`config.mk`:
```
export PLATFORM = sky130hd
export DESIGN_NAME = multi_click_detector
export DESIGN_NICKNAME = d
export VERILOG_FILES = /design/src/rtl/mcd_pkg.sv /design/src/rtl/multi_click_detector.sv
export VERILOG_INCLUDE_DIRS = /design/src /design/src/rtl
export SDC_FILE = /design/constraint.sdc
export NUM_CORES = 2
export LEC_CHECK = 0
export ABC_CLOCK_PERIOD_IN_PS = 25000
export BUFFER_PORTS_ARGS = -buffer_cell sky130_fd_sc_hd__buf_2
export CAP_MARGIN = 20
export CELL_PAD_IN_SITES_DETAIL_PLACEMENT = 1
export CELL_PAD_IN_SITES_GLOBAL_PLACEMENT = 2
export CORE_MARGIN = 8
export CORE_UTILIZATION = 45
export DETAILED_ROUTE_END_ITERATION = 8
export MAX_ROUTING_LAYER = met4
export PLACE_DENSITY_LB_ADDON = 0.3
export SYNTH_ARGS = -nofsm -noshare
export SYNTH_HDL_FRONTEND = slang
export SYNTH_SLANG_ARGS = --single-unit
```
`constraint.sdc`:
```
create_clock -name aclk -period 25 [get_ports aclk]
set_input_delay 5 -clock aclk [delete_from_list [all_inputs] [get_ports aclk]]
set_output_delay 5 -clock aclk [all_outputs]
set_load 0.005 [all_outputs]
```
`src/rtl/multi_click_detector_assert.svh`:
```
// Assertion macros for the multi-click detector.
`ifndef MULTI_CLICK_DETECTOR_ASSERT_SVH
`define MULTI_CLICK_DETECTOR_ASSERT_SVH

`ifndef SYNTH
// Same-cycle implication, checked on the rising clock edge outside reset.
`define MCD_ASSERT_NOW(label, clk, rstn, ante, cons) \
    label: assert property (@(posedge clk) disable iff (!(rstn)) (ante) |-> (cons)) \
        else $error("multi_click_detector: same-cycle check failed");
// Next-cycle implication, checked on the rising clock edge outside reset.
`define MCD_ASSERT_NEXT(label, clk, rstn, ante, cons) \
    label: assert property (@(posedge clk) disable iff (!(rstn)) (ante) |=> (cons)) \
        else $error("multi_click_detector: next-cycle check failed");
`else
`define MCD_ASSERT_NOW(label, clk, rstn, ante, cons)
`define MCD_ASSERT_NEXT(label, clk, rstn, ante, cons)
`endif

`endif

```
`src/rtl/mcd_pkg.sv`:
```
// Types, constants and phase-machine function for the multi-click detector.
package mcd_pkg;

    localparam int TIME_BITS   = 32;
    localparam int COORD_BITS  = 16;
    localparam int WINDOW_BITS = 16;
    localparam int TOL_BITS    = 8;
    localparam int CFG_IDX_W   = 2;
    localparam int CFG_DATA_W  = 16;
    localparam int IN_TDATA_W  = 72;
    localparam int IN_TUSER_W  = 2;
    localparam int OUT_TDATA_W = 8;

    // register indexes
    localparam logic [CFG_IDX_W-1:0] REG_DOUBLE_WINDOW  = 2'd0;
    localparam logic [CFG_IDX_W-1:0] REG_TRIPLE_WINDOW  = 2'd1;
    localparam logic [CFG_IDX_W-1:0] REG_QUAD_WINDOW    = 2'd2;
    localparam logic [CFG_IDX_W-1:0] REG_MOVE_TOLERANCE = 2'd3;

    localparam logic [WINDOW_BITS-1:0] RST_DOUBLE_WINDOW  = 16'd500;
    localparam logic [WINDOW_BITS-1:0] RST_TRIPLE_WINDOW  = 16'd750;
    localparam logic [WINDOW_BITS-1:0] RST_QUAD_WINDOW    = 16'd1000;
    localparam logic [TOL_BITS-1:0]    RST_MOVE_TOLERANCE = 8'd1;

    // phase that waits for the last release
    localparam logic [2:0] FINAL_DOUBLE = 3'd3;
    localparam logic [2:0] FINAL_TRIPLE = 3'd5;
    localparam logic [2:0] FINAL_QUAD   = 3'd7;
    localparam logic [2:0] PHASE_IDLE   = 3'd0;
    localparam logic [2:0] PHASE_FIRST  = 3'd1;

    typedef logic [TIME_BITS-1:0]         time_t;
    typedef logic signed [COORD_BITS-1:0] coord_t;

    // one memory word: all three machines of one button
    typedef struct packed {
        logic [1:0] d_phase;
        logic [2:0] t_phase;
        logic [2:0] q_phase;
        time_t      d_start;
        time_t      t_start;
        time_t      q_start;
        coord_t     d_ax;
        coord_t     d_ay;
        coord_t     t_ax;
        coord_t     t_ay;
        coord_t     q_ax;
        coord_t     q_ay;
    } entry_t;

    typedef struct packed {
        logic [2:0] phase;
        time_t      start;
        coord_t     ax;
        coord_t     ay;
        logic       hit;
    } mach_res_t;

    function automatic logic mcd_too_far(input coord_t a, input coord_t b,
                                         input logic [TOL_BITS-1:0] tol);
        logic [COORD_BITS:0] d;
        logic [COORD_BITS:0] mag;
        d   = {a[COORD_BITS-1], a} - {b[COORD_BITS-1], b};
        mag = d[COORD_BITS] ? (~d + (COORD_BITS+1)'(1)) : d;
        return mag > (COORD_BITS+1)'(tol);
    endfunction

    function automatic mach_res_t mcd_run(input logic [2:0] phase, input time_t start,
                                          input coord_t ax, input coord_t ay,
                                          input logic [2:0] final_phase,
                                          input logic [WINDOW_BITS-1:0] window,
                                          input logic down, input coord_t x,
                                          input coord_t y, input time_t now,
                                          input logic [TOL_BITS-1:0] tol);
        mach_res_t r;
        logic [2:0] p;
        time_t      win;
        r.start = start;
        r.ax    = ax;
        r.ay    = ay;
        r.hit   = 1'b0;
        win     = TIME_BITS'(window);
        p       = phase;
        if (p > final_phase) begin
            p = PHASE_IDLE;
        end else if (p == PHASE_IDLE) begin
            if (down) begin
                r.start = now;
                r.ax    = x;
                r.ay    = y;
                p       = PHASE_FIRST;
            end
        end else if (p == final_phase) begin
            if (!down) begin
                p     = PHASE_IDLE;
                r.hit = ((now - start) < win);
            end
        end else if (p[0]) begin
            if (!down) p = p + 3'd1;
        end else begin
            if (down) p = p + 3'd1;
        end
        if (((p != PHASE_IDLE) && ((now - r.start) > win)) ||
            mcd_too_far(x, r.ax, tol) || mcd_too_far(y, r.ay, tol)) begin
            p       = PHASE_IDLE;
            r.start = '0;
        end
        r.phase = p;
        return r;
    endfunction

endpackage

```
`src/rtl/multi_click_detector.sv`:
```
// Multi-click detector top level: per-button click phase machines held in one state memory.
// An accepted request is held in the stage-1 registers, then loads the output register that drives m_tvalid.
// Throughput: one request per cycle unless m_tready stalls; stage 1 reads the state memory,
// stage 2 updates it, with a forward register covering back-to-back requests to the same button.
// s_tready follows m_tready combinationally through the output register's free check.
// Reset (aresetn low, synchronous) clears pipeline valids, the per-button valid bits
// (an unwritten button reads as all-zero idle state) and loads the window and tolerance defaults.
module multi_click_detector
    import mcd_pkg::*;
#(
    parameter int NUM_BUTTONS = 4
) (
    input  logic                   aclk,
    input  logic                   aresetn,
    // sample stream
    input  logic                   s_tvalid,
    output logic                   s_tready,
    // [0] button_down, [16:1] pointer_x, [32:17] pointer_y, [64:33] now_ticks, rest zero
    input  logic [IN_TDATA_W-1:0]  s_tdata,
    // [1:0] button_index
    input  logic [IN_TUSER_W-1:0]  s_tuser,
    // click result stream
    output logic                   m_tvalid,
    input  logic                   m_tready,
    // [0] double_click, [1] triple_click, [2] quad_click, rest zero
    output logic [OUT_TDATA_W-1:0] m_tdata,
    // register write port
    input  logic                   cfg_wr_en,
    input  logic [CFG_IDX_W-1:0]   cfg_index,
    input  logic [CFG_DATA_W-1:0]  cfg_data
);

    localparam int ADDR_W = (NUM_BUTTONS > 1) ? $clog2(NUM_BUTTONS) : 1;
    localparam int IDX_W  = (ADDR_W > IN_TUSER_W) ? ADDR_W : IN_TUSER_W;

    // ------------------------------------------------------------------
    // configuration registers
    // ------------------------------------------------------------------
    logic [WINDOW_BITS-1:0] dbl_window_reg;
    logic [WINDOW_BITS-1:0] tri_window_reg;
    logic [WINDOW_BITS-1:0] quad_window_reg;
    logic [TOL_BITS-1:0]    tol_reg;

    always_ff @(posedge aclk) begin
        if (!aresetn) begin
            dbl_window_reg  <= RST_DOUBLE_WINDOW;
            tri_window_reg  <= RST_TRIPLE_WINDOW;
            quad_window_reg <= RST_QUAD_WINDOW;
            tol_reg         <= RST_MOVE_TOLERANCE;
        end else if (cfg_wr_en) begin
            case (cfg_index)
                REG_DOUBLE_WINDOW:  dbl_window_reg  <= cfg_data;
                REG_TRIPLE_WINDOW:  tri_window_reg  <= cfg_data;
                REG_QUAD_WINDOW:    quad_window_reg <= cfg_data;
                REG_MOVE_TOLERANCE: tol_reg         <= cfg_data[TOL_BITS-1:0];
                default: ;
            endcase
        end
    end

    // ------------------------------------------------------------------
    // handshake
    // ------------------------------------------------------------------
    logic s1_valid_reg;
    logic out_valid_reg;
    logic s_fire;
    logic s1_fire;

    // stage 2 moves whenever the output register is empty or being drained
    assign s1_fire  = s1_valid_reg && (!out_valid_reg || m_tready);
    assign s_tready = !s1_valid_reg || s1_fire;
    assign s_fire   = s_tvalid && s_tready;

    // ------------------------------------------------------------------
    // stage 1: decode request, read state memory
    // ------------------------------------------------------------------
    logic [IDX_W-1:0]  in_idx;
    logic [ADDR_W-1:0] in_addr;
    logic              in_range;

    assign in_idx   = IDX_W'(s_tuser);
    assign in_addr  = in_idx[ADDR_W-1:0];
    assign in_range = ({{(32-IN_TUSER_W){1'b0}}, s_tuser} < 32'(NUM_BUTTONS));

    logic [ADDR_W-1:0] s1_addr_reg;
    logic              s1_in_range_reg;
    logic              s1_down_reg;
    coord_t            s1_x_reg;
    coord_t            s1_y_reg;
    time_t             s1_now_reg;

    always_ff @(posedge aclk) begin
        if (!aresetn) begin
            s1_valid_reg <= 1'b0;
        end else if (s_fire) begin
            s1_valid_reg <= 1'b1;
        end else if (s1_fire) begin
            s1_valid_reg <= 1'b0;
        end
    end

    always_ff @(posedge aclk) begin
        if (s_fire) begin
            s1_addr_reg     <= in_addr;
            s1_in_range_reg <= in_range;
            s1_down_reg     <= s_tdata[0];
            s1_x_reg        <= s_tdata[16:1];
            s1_y_reg        <= s_tdata[32:17];
            s1_now_reg      <= s_tdata[64:33];
        end
    end

    // state memory, read data registered; valid bits stand in for clearing
    entry_t                 state_mem_reg [NUM_BUTTONS];
    entry_t                 rd_entry_reg;
    logic                   rd_valid_reg;
    logic [NUM_BUTTONS-1:0] valid_reg;
    entry_t                 wr_entry;
    logic                   wr_en;

    always_ff @(posedge aclk) begin
        if (s_fire) rd_entry_reg <= state_mem_reg[in_addr];
    end

    always_ff @(posedge aclk) begin
        if (wr_en) state_mem_reg[s1_addr_reg] <= wr_entry;
    end

    always_ff @(posedge aclk) begin
        if (!aresetn) begin
            valid_reg <= '0;
        end else if (wr_en) begin
            valid_reg[s1_addr_reg] <= 1'b1;
        end
    end

    always_ff @(posedge aclk) begin
        if (s_fire) rd_valid_reg <= in_range && valid_reg[in_addr];
    end

    // forward: the item leaving stage 2 writes the entry the new item just read
    logic   fwd_valid_reg;
    entry_t fwd_entry_reg;

    always_ff @(posedge aclk) begin
        if (!aresetn) begin
            fwd_valid_reg <= 1'b0;
        end else if (s_fire) begin
            fwd_valid_reg <= wr_en && (s1_addr_reg == in_addr);
        end
    end

    always_ff @(posedge aclk) begin
        if (s_fire) fwd_entry_reg <= wr_entry;
    end

    // ------------------------------------------------------------------
    // stage 2: run the three machines, write back, load output
    // ------------------------------------------------------------------
    entry_t    cur_entry;
    mach_res_t res_d;
    mach_res_t res_t;
    mach_res_t res_q;
    logic [2:0] hits;

    always_comb begin
        if (fwd_valid_reg) cur_entry = fwd_entry_reg;
        else if (rd_valid_reg) cur_entry = rd_entry_reg;
        else cur_entry = '0;
    end

    assign res_d = mcd_run({1'b0, cur_entry.d_phase}, cur_entry.d_start, cur_entry.d_ax,
                           cur_entry.d_ay, FINAL_DOUBLE, dbl_window_reg, s1_down_reg,
                           s1_x_reg, s1_y_reg, s1_now_reg, tol_reg);
    assign res_t = mcd_run(cur_entry.t_phase, cur_entry.t_start, cur_entry.t_ax,
                           cur_entry.t_ay, FINAL_TRIPLE, tri_window_reg, s1_down_reg,
                           s1_x_reg, s1_y_reg, s1_now_reg, tol_reg);
    assign res_q = mcd_run(cur_entry.q_phase, cur_entry.q_start, cur_entry.q_ax,
                           cur_entry.q_ay, FINAL_QUAD, quad_window_reg, s1_down_reg,
                           s1_x_reg, s1_y_reg, s1_now_reg, tol_reg);

    always_comb begin
        wr_entry.d_phase = res_d.phase[1:0];
        wr_entry.t_phase = res_t.phase;
        wr_entry.q_phase = res_q.phase;
        wr_entry.d_start = res_d.start;
        wr_entry.t_start = res_t.start;
        wr_entry.q_start = res_q.start;
        wr_entry.d_ax    = res_d.ax;
        wr_entry.d_ay    = res_d.ay;
        wr_entry.t_ax    = res_t.ax;
        wr_entry.t_ay    = res_t.ay;
        wr_entry.q_ax    = res_q.ax;
        wr_entry.q_ay    = res_q.ay;
    end

    // a sample for a button index of NUM_BUTTONS or more leaves state alone and reports no clicks
    assign wr_en = s1_fire && s1_in_range_reg;
    assign hits  = s1_in_range_reg ? {res_q.hit, res_t.hit, res_d.hit} : 3'b000;

    logic [2:0] out_hits_reg;

    always_ff @(posedge aclk) begin
        if (!aresetn) begin
            out_valid_reg <= 1'b0;
        end else if (s1_fire) begin
            out_valid_reg <= 1'b1;
        end else if (m_tready) begin
            out_valid_reg <= 1'b0;
        end
    end

    always_ff @(posedge aclk) begin
        if (s1_fire) out_hits_reg <= hits;
    end

    assign m_tvalid = out_valid_reg;
    assign m_tdata  = {{(OUT_TDATA_W-3){1'b0}}, out_hits_reg};

    // ------------------------------------------------------------------
    // assertions
    // ------------------------------------------------------------------
`include "multi_click_detector_assert.svh"

    // a click only ever completes on a release sample
    `MCD_ASSERT_NOW(a_hit_on_release, aclk, aresetn, s1_fire && (hits != 3'b000), !s1_down_reg)
    // a stalled stage-2 item keeps its button and sample
    `MCD_ASSERT_NEXT(a_stall_holds, aclk, aresetn, s1_valid_reg && !s1_fire,
                     s1_valid_reg && $stable(s1_addr_reg) && $stable(s1_now_reg))
    // back-to-back requests to one button must pick up the forwarded state
    `MCD_ASSERT_NEXT(a_forward_taken, aclk, aresetn,
                     s_fire && wr_en && (s1_addr_reg == in_addr), fwd_valid_reg)

endmodule
```
### Word level (Yosys, flattened, before mapping)

Memories as Yosys holds them, arrays and structs flattened. A register that Yosys moved wholly into a read port is not among the register bits.
Index checks and enable logic that the tools add are counted.

| word-level totals | value |
|---|---|
| register bits | 334 |
| bits in writable memories | 800 |
| bits of input ports | 97 |
| output and inout port bits | 10 |
| logic and storage cells | 179 |
| memories | 1 |

| operators by class | value |
|---|---|
| add/subtract/negate cells | 21 |
| $lt $le $gt $ge | 17 |
| eq/ne operators | 7 |
| muxes and demuxes | 61 |
| bitwise operators | 10 |
| reduce and logical (&&, ||, !) cells | 33 |

Memory list:

| memory | depth | bits a word | rd ports | clocked after Yosys merged registers in | wr ports | line | RTL |
|---|---|---|---|---|---|---|---|
| state_mem_reg | 4 | 200 | 1 | 1 | 1 | multi_click_detector.sv:114 | `entry_t state_mem_reg [NUM_BUTTONS];` |

Operators with widths:

| cell | number |
|---|---|
| two-way mux 200 bit | 2 |
| two-way mux 64 bit | 6 |
| subtractor 32 bit | 6 |
| two-way mux 65 bit | 2 |
| adder 17 x 1 -> 17 bit, second input constant | 6 |
| > comparator 17 x 8 -> 1 bit | 6 |
| two-way mux 17 bit | 6 |
| inverter 17 bit | 6 |
| subtractor 16 x 16 -> 17 bit | 6 |
| > comparator 32 x 16 -> 1 bit | 3 |
| < comparator 32 x 16 -> 1 bit | 3 |
| two-way mux 32 bit | 3 |
| two-way mux 3 bit | 23 |
| two-way mux 1 bit | 14 |
| nonzero test 3 bit | 3 |
| logical OR 1 bit | 8 |
| AND reduction 2 bit | 4 |
| OR reduction 4 bit | 2 |
| logical AND 1 bit | 7 |
| adder 3 x 1 -> 3 bit, second input constant | 2 |
| equality test 2 bit, second input constant | 3 |
| equality test 3 bit, second input constant | 2 |
| > comparator 3 bit, second input constant | 2 |
| logical NOT 3 bit | 2 |
| 14 further kinds | 22 |

### Logic depth before layout (Yosys ltp)

| logic depth | value |
|---|---|
| depth after elaboration | 16 |
| depth in mapped cells | 34 |
| gate-level depth less buffers | 27 |

### Worst setup path before layout

OpenSTA, ideal clock, no wires.

| timing path | value |
|---|---|
| path kind | in2reg |
| from | input port m_tready |
| to | memory state_mem_reg[1][0] (netlist name), enable pin |
| setup time | 1.049 ns |
| arrival | 19.640 ns |
| data required time | 23.951 ns |
| setup slack | 4.311 ns |
| cell stages on the path | 3 |
| path buffers | 0 |
| cell sequence | nand2b_1 -> nand2_1 -> nor3b_1 |

| between the ends | value |
|---|---|
| longest elaborated chain between the ends | 4 |

Ends and longest elaborated chain:

| item | line | RTL |
|---|---|---|
| start: declaration | multi_click_detector.sv:24 | `input logic m_tready,` |
| logical OR 1 bit | multi_click_detector.sv:70 | `assign s1_fire = s1_valid_reg && (!out_valid_reg \|\| m_tready);` |
| logical AND 1 bit | multi_click_detector.sv:70 |  |
| two-way mux 1 bit | multi_click_detector.sv:126 | `if (wr_en) state_mem_reg[s1_addr_reg] <= wr_entry;` |
| two-way mux 1 bit (implied by the code) | multi_click_detector.sv:126 |  |
| end: declaration | multi_click_detector.sv:114 |  |

No other way between the ends.

### Worst setup path in the final report

| timing path | value |
|---|---|
| from | input port m_tready |
| to | output port s_tready |

| between the ends | value |
|---|---|
| longest elaborated chain between the ends | 3 |

Ends and longest elaborated chain:

| item | line | RTL |
|---|---|---|
| logical OR 1 bit | multi_click_detector.sv:70 |  |
| logical AND 1 bit | multi_click_detector.sv:70 |  |
| logical OR 1 bit | multi_click_detector.sv:71 | `assign s_tready = !s1_valid_reg \|\| s1_fire;` |
| end: declaration | multi_click_detector.sv:17 | `output logic s_tready,` |

No other way between the ends.

==> out/results.tsv <==
metric	value	unit
outcome	finished clean	
Die Width	414	um
CP Capture Type	primary output	
post_cts resized	0	
First-pass DRT Iterations	5	
Final ANT Viol Nets	0	
WL final	201000	um
clk_lat worst skew	0.81	ns
PD cells	78.3	mW/mm2
post-DP HPWL	138000	um
startpoint types	input pin	
#FFs+latches synth	1334	
GRT Overall Usage	23.8	%
Clk pwr share	36.1	%
WP data required	20.00	ns
Worst Hold Depth	2	
Non-Filler Instances	7949	
port bufs	94	
Starting Density	45.1	%
dpl cells	7682	
DRC	0	
vias in the first global route	51096	
# setup viols final	0	
post-route clock skew	0.0500	ns
endpoints failing hold	0	
gpl congestion	0.892	
setup bufs post-CTS	0	
initial antenna violation count	1	
max reg flops	800	
post-synthesis mux area share	6.98	%
CTS buffer count	146	
Post-synth EDFFs	1271	
CTS Hold Buffers Added	0	
Mapped Cells	5668	
Worst Tran Pin Value	1.11	ns
DP Worst Slack	14.48	ns
Final period util	42.2	%
final net count	6303	
# IOs	107	
Synth Area in XOR/XNOR	2.90	%
Critical Setup Path Class	in2out	
Rows	146	
first-pass GRT wire length	306000	um
CTS H-tree lvls	4	
worst stage delay on the critical path	0.18	ns
post-synth top area share	53.6	%
adder-cell share of the synthesized area	7.98	%
share of cells above drive strength 1	12.0	%
Switching Share	29.6	%
WHS Endpoint	tri_window_reg[12]	
area leader, netlist	edfxtp_1	
via/cell ratio	6.01	
register area share after synthesis	55.4	%
DR vias	47785	
pin count of the biggest net entering global routing	110	
core region area	0.158	mm2
total of max-cap violations	0	
Static Leak	0.0286	uW
final setup TNS	0	ns
hold crit path type	reg2reg	
die area	0.171	mm2
R2R setup slack	15.24	ns
critical path's most frequent cell	buf_2	
gr ovfl total	0	
combinational share of power	22.2	%
RR Endpoint	state_mem_reg[1][96]	
Clock Tree Buf Depth	3	
sequential fraction of design power	41.7	%
final worst slack	14.46	ns
min cycle time layout	10.54	ns
Post-synth top flop	edfxtp_1	
RSZ-0062 raised after global routing	no	
HP Start	tri_window_reg[12]	
Int Pwr	4360	uW
Area growth syn-to-layout	11.1	%
max frequency	0.0949	GHz
asr flop ratio synth	0	%
Pins Over Slew Limit	0	
drt first-iter violations	3075	
Arr. time, crit path	5.54	ns
Synth Warn #	0	
main combinational cell family by area after synthesis	compound AO/OA/AOI/OAI gates	
reg-to-reg critical path startpoint	rd_valid_reg	
Avg Synthesized Cell Area	12.6	um2
Slowest cell on crit path	nor2b_1	
Max-Slew Margin vs Limit	26.2	%
worst-path maximum fanout	3	
routed len/inst	25.2	um
Distinct cells, synth	108	
complex-gate fraction of the synthesized area	14.0	%
clock sinks	1334	
Synth area leaders	edfxtp_1, ha_1, mux4_2	
Clk pin slew, worst setup/hold paths	0.06	ns
Net Switching	1830	uW
CTS tree	yes	
Fillers	15955	
worst-path cell chain	buf_2 -> nor2b_1 -> nand2_1 -> buf_2	
clock root cell	clkbuf_16	
Post-Syn Area	0.0712	mm2
simple-gate share of the synthesized area	10.0	%
worst IR drop on VDD	0.0000742	V
Die H	414	um
reg2reg path depth	30	
==> power by group through the flow <==
stage	Sequential [uW]	Combinational, uW	Clock [uW]
finish	2580	1380	2230
CTS	2580	1390	2290
floorplan	2640	993	0
detailed placement	2630	1380	0
global placement	2620	1340	0
global route	2590	1530	2360
==> layer usage <==
layer,wire (um),share of wire [%],vias up,GRT usage [%]
met4,6290,3.1,0,7.18
met2,102000,51,869,41.7
li1,-,-,22205,-
met1,85200,43,24422,29.0
met3,7160,3.6,289,2.81
met5,0,0,-,-
==> kinds of logic (layout without fill, tap and decap cells) <==
family,count (synthesis),in the layout
buffers and inverters,495,699
DFF,1334,1334
adders and majority gates,447,447
AOI/OAI and AO/OA,1505,1505
other,1,6
and+or+nand+nor,1406,1406
muxes,244,244
xor gates and xnor gates,236,236
==> cells in the mapped netlist, drive strengths merged (31+ instances only) <==
cell and number:
clkbuf 164, inv 260, and3b 31, and3 39, edfxtp 1271, mux2i 32
dfxtp 63, nand3 96, a22oi 201, o21bai 33, o21a 84, nand4 63
o211ai 60, o21ai 309, a21boi 51, nor4 65, nor2 306, xnor2 158
ha 435, nand2b 84, mux4 201, a21o 104, nor2b 47, a31oi 40
xor2 78, buf 71, a21oi 339, nor3 104, a211oi 53, nand2 437
==> layout make-up <==
class                   instances  area [um2]  share of cell area [%]
multi-input cells            3843       30000                    37.9
repair buffers                174        1110                    1.41
clock buffers                 175        3880                    4.90
clock inverters                90        1140                    1.44
inverters                     260         976                    1.23
diodes                          1        2.50                 0.00316
well taps                    2072        2590                    3.28
flip-flops and latches       1334       39400                    49.8
==> placed cells by master (no fill, tap or decap), types with 51 or more instances in the layout <==
cell type / synthesis / layout
nand4_1: 62 / 62
o21ai_0: 304 / 304
a21boi_0: 51 / 51
mux4_2: 201 / 201
o211ai_1: 60 / 60
ha_1: 435 / 435
a22oi_1: 201 / 200
clkbuf_16: 0 / 149
nand2_1: 437 / 436
nor2_1: 306 / 305
xnor2_1: 158 / 158
edfxtp_1: 1271 / 1271
dfxtp_1: 63 / 62
buf_2: 9 / 92
o21a_1: 84 / 84
nand2b_1: 84 / 84
a21oi_1: 339 / 339
nor3_1: 104 / 103
nand3_1: 96 / 95
a211oi_1: 52 / 52
inv_1: 260 / 260
xor2_1: 78 / 78
buf_4: 9 / 77
a21o_1: 102 / 102
==> worst max-delay path by stage <==
stage,from,to,slack [ns],cells past startpoint
2_1_floorplan,m_tready,state_mem_reg[1][0],4.31,3
3_3_place_gp,m_tready,s_tready,14.50,4
3_5_place_dp,m_tready,s_tready,14.48,4
4_1_cts,m_tready,s_tready,14.46,4
5_1_grt,m_tready,s_tready,14.40,4
6_report,m_tready,s_tready,14.46,4
==> stage by stage <==
| stage | power, uW | utilization (%) | cell area (um2) | hold WS (ns) |
|---|---|---|---|---|
| after floorplan | 3630 | - | 71200 | 0.435 |
| after global placement | 3970 | 46.9 | 74100 | 0.444 |
| after detailed placement | 4010 | 46.9 | 74100 | 0.458 |
| after CTS | 6260 | 50.1 | 79100 | 0.470 |
| after global routing | 6480 | 50.1 | 79100 | 0.481 |
| final | 6200 | 50.1 | 79100 | 0.469 |
==> worst max-delay path, delay by kind of cell <==
| kind | cells | cell delay [ns] |
|---|---|---|
| AND/OR/NAND/NOR | 2 | 0.29 |
| buffers and inverters | 2 | 0.24 |
Note: power is estimated with default switching activity, not from simulation.
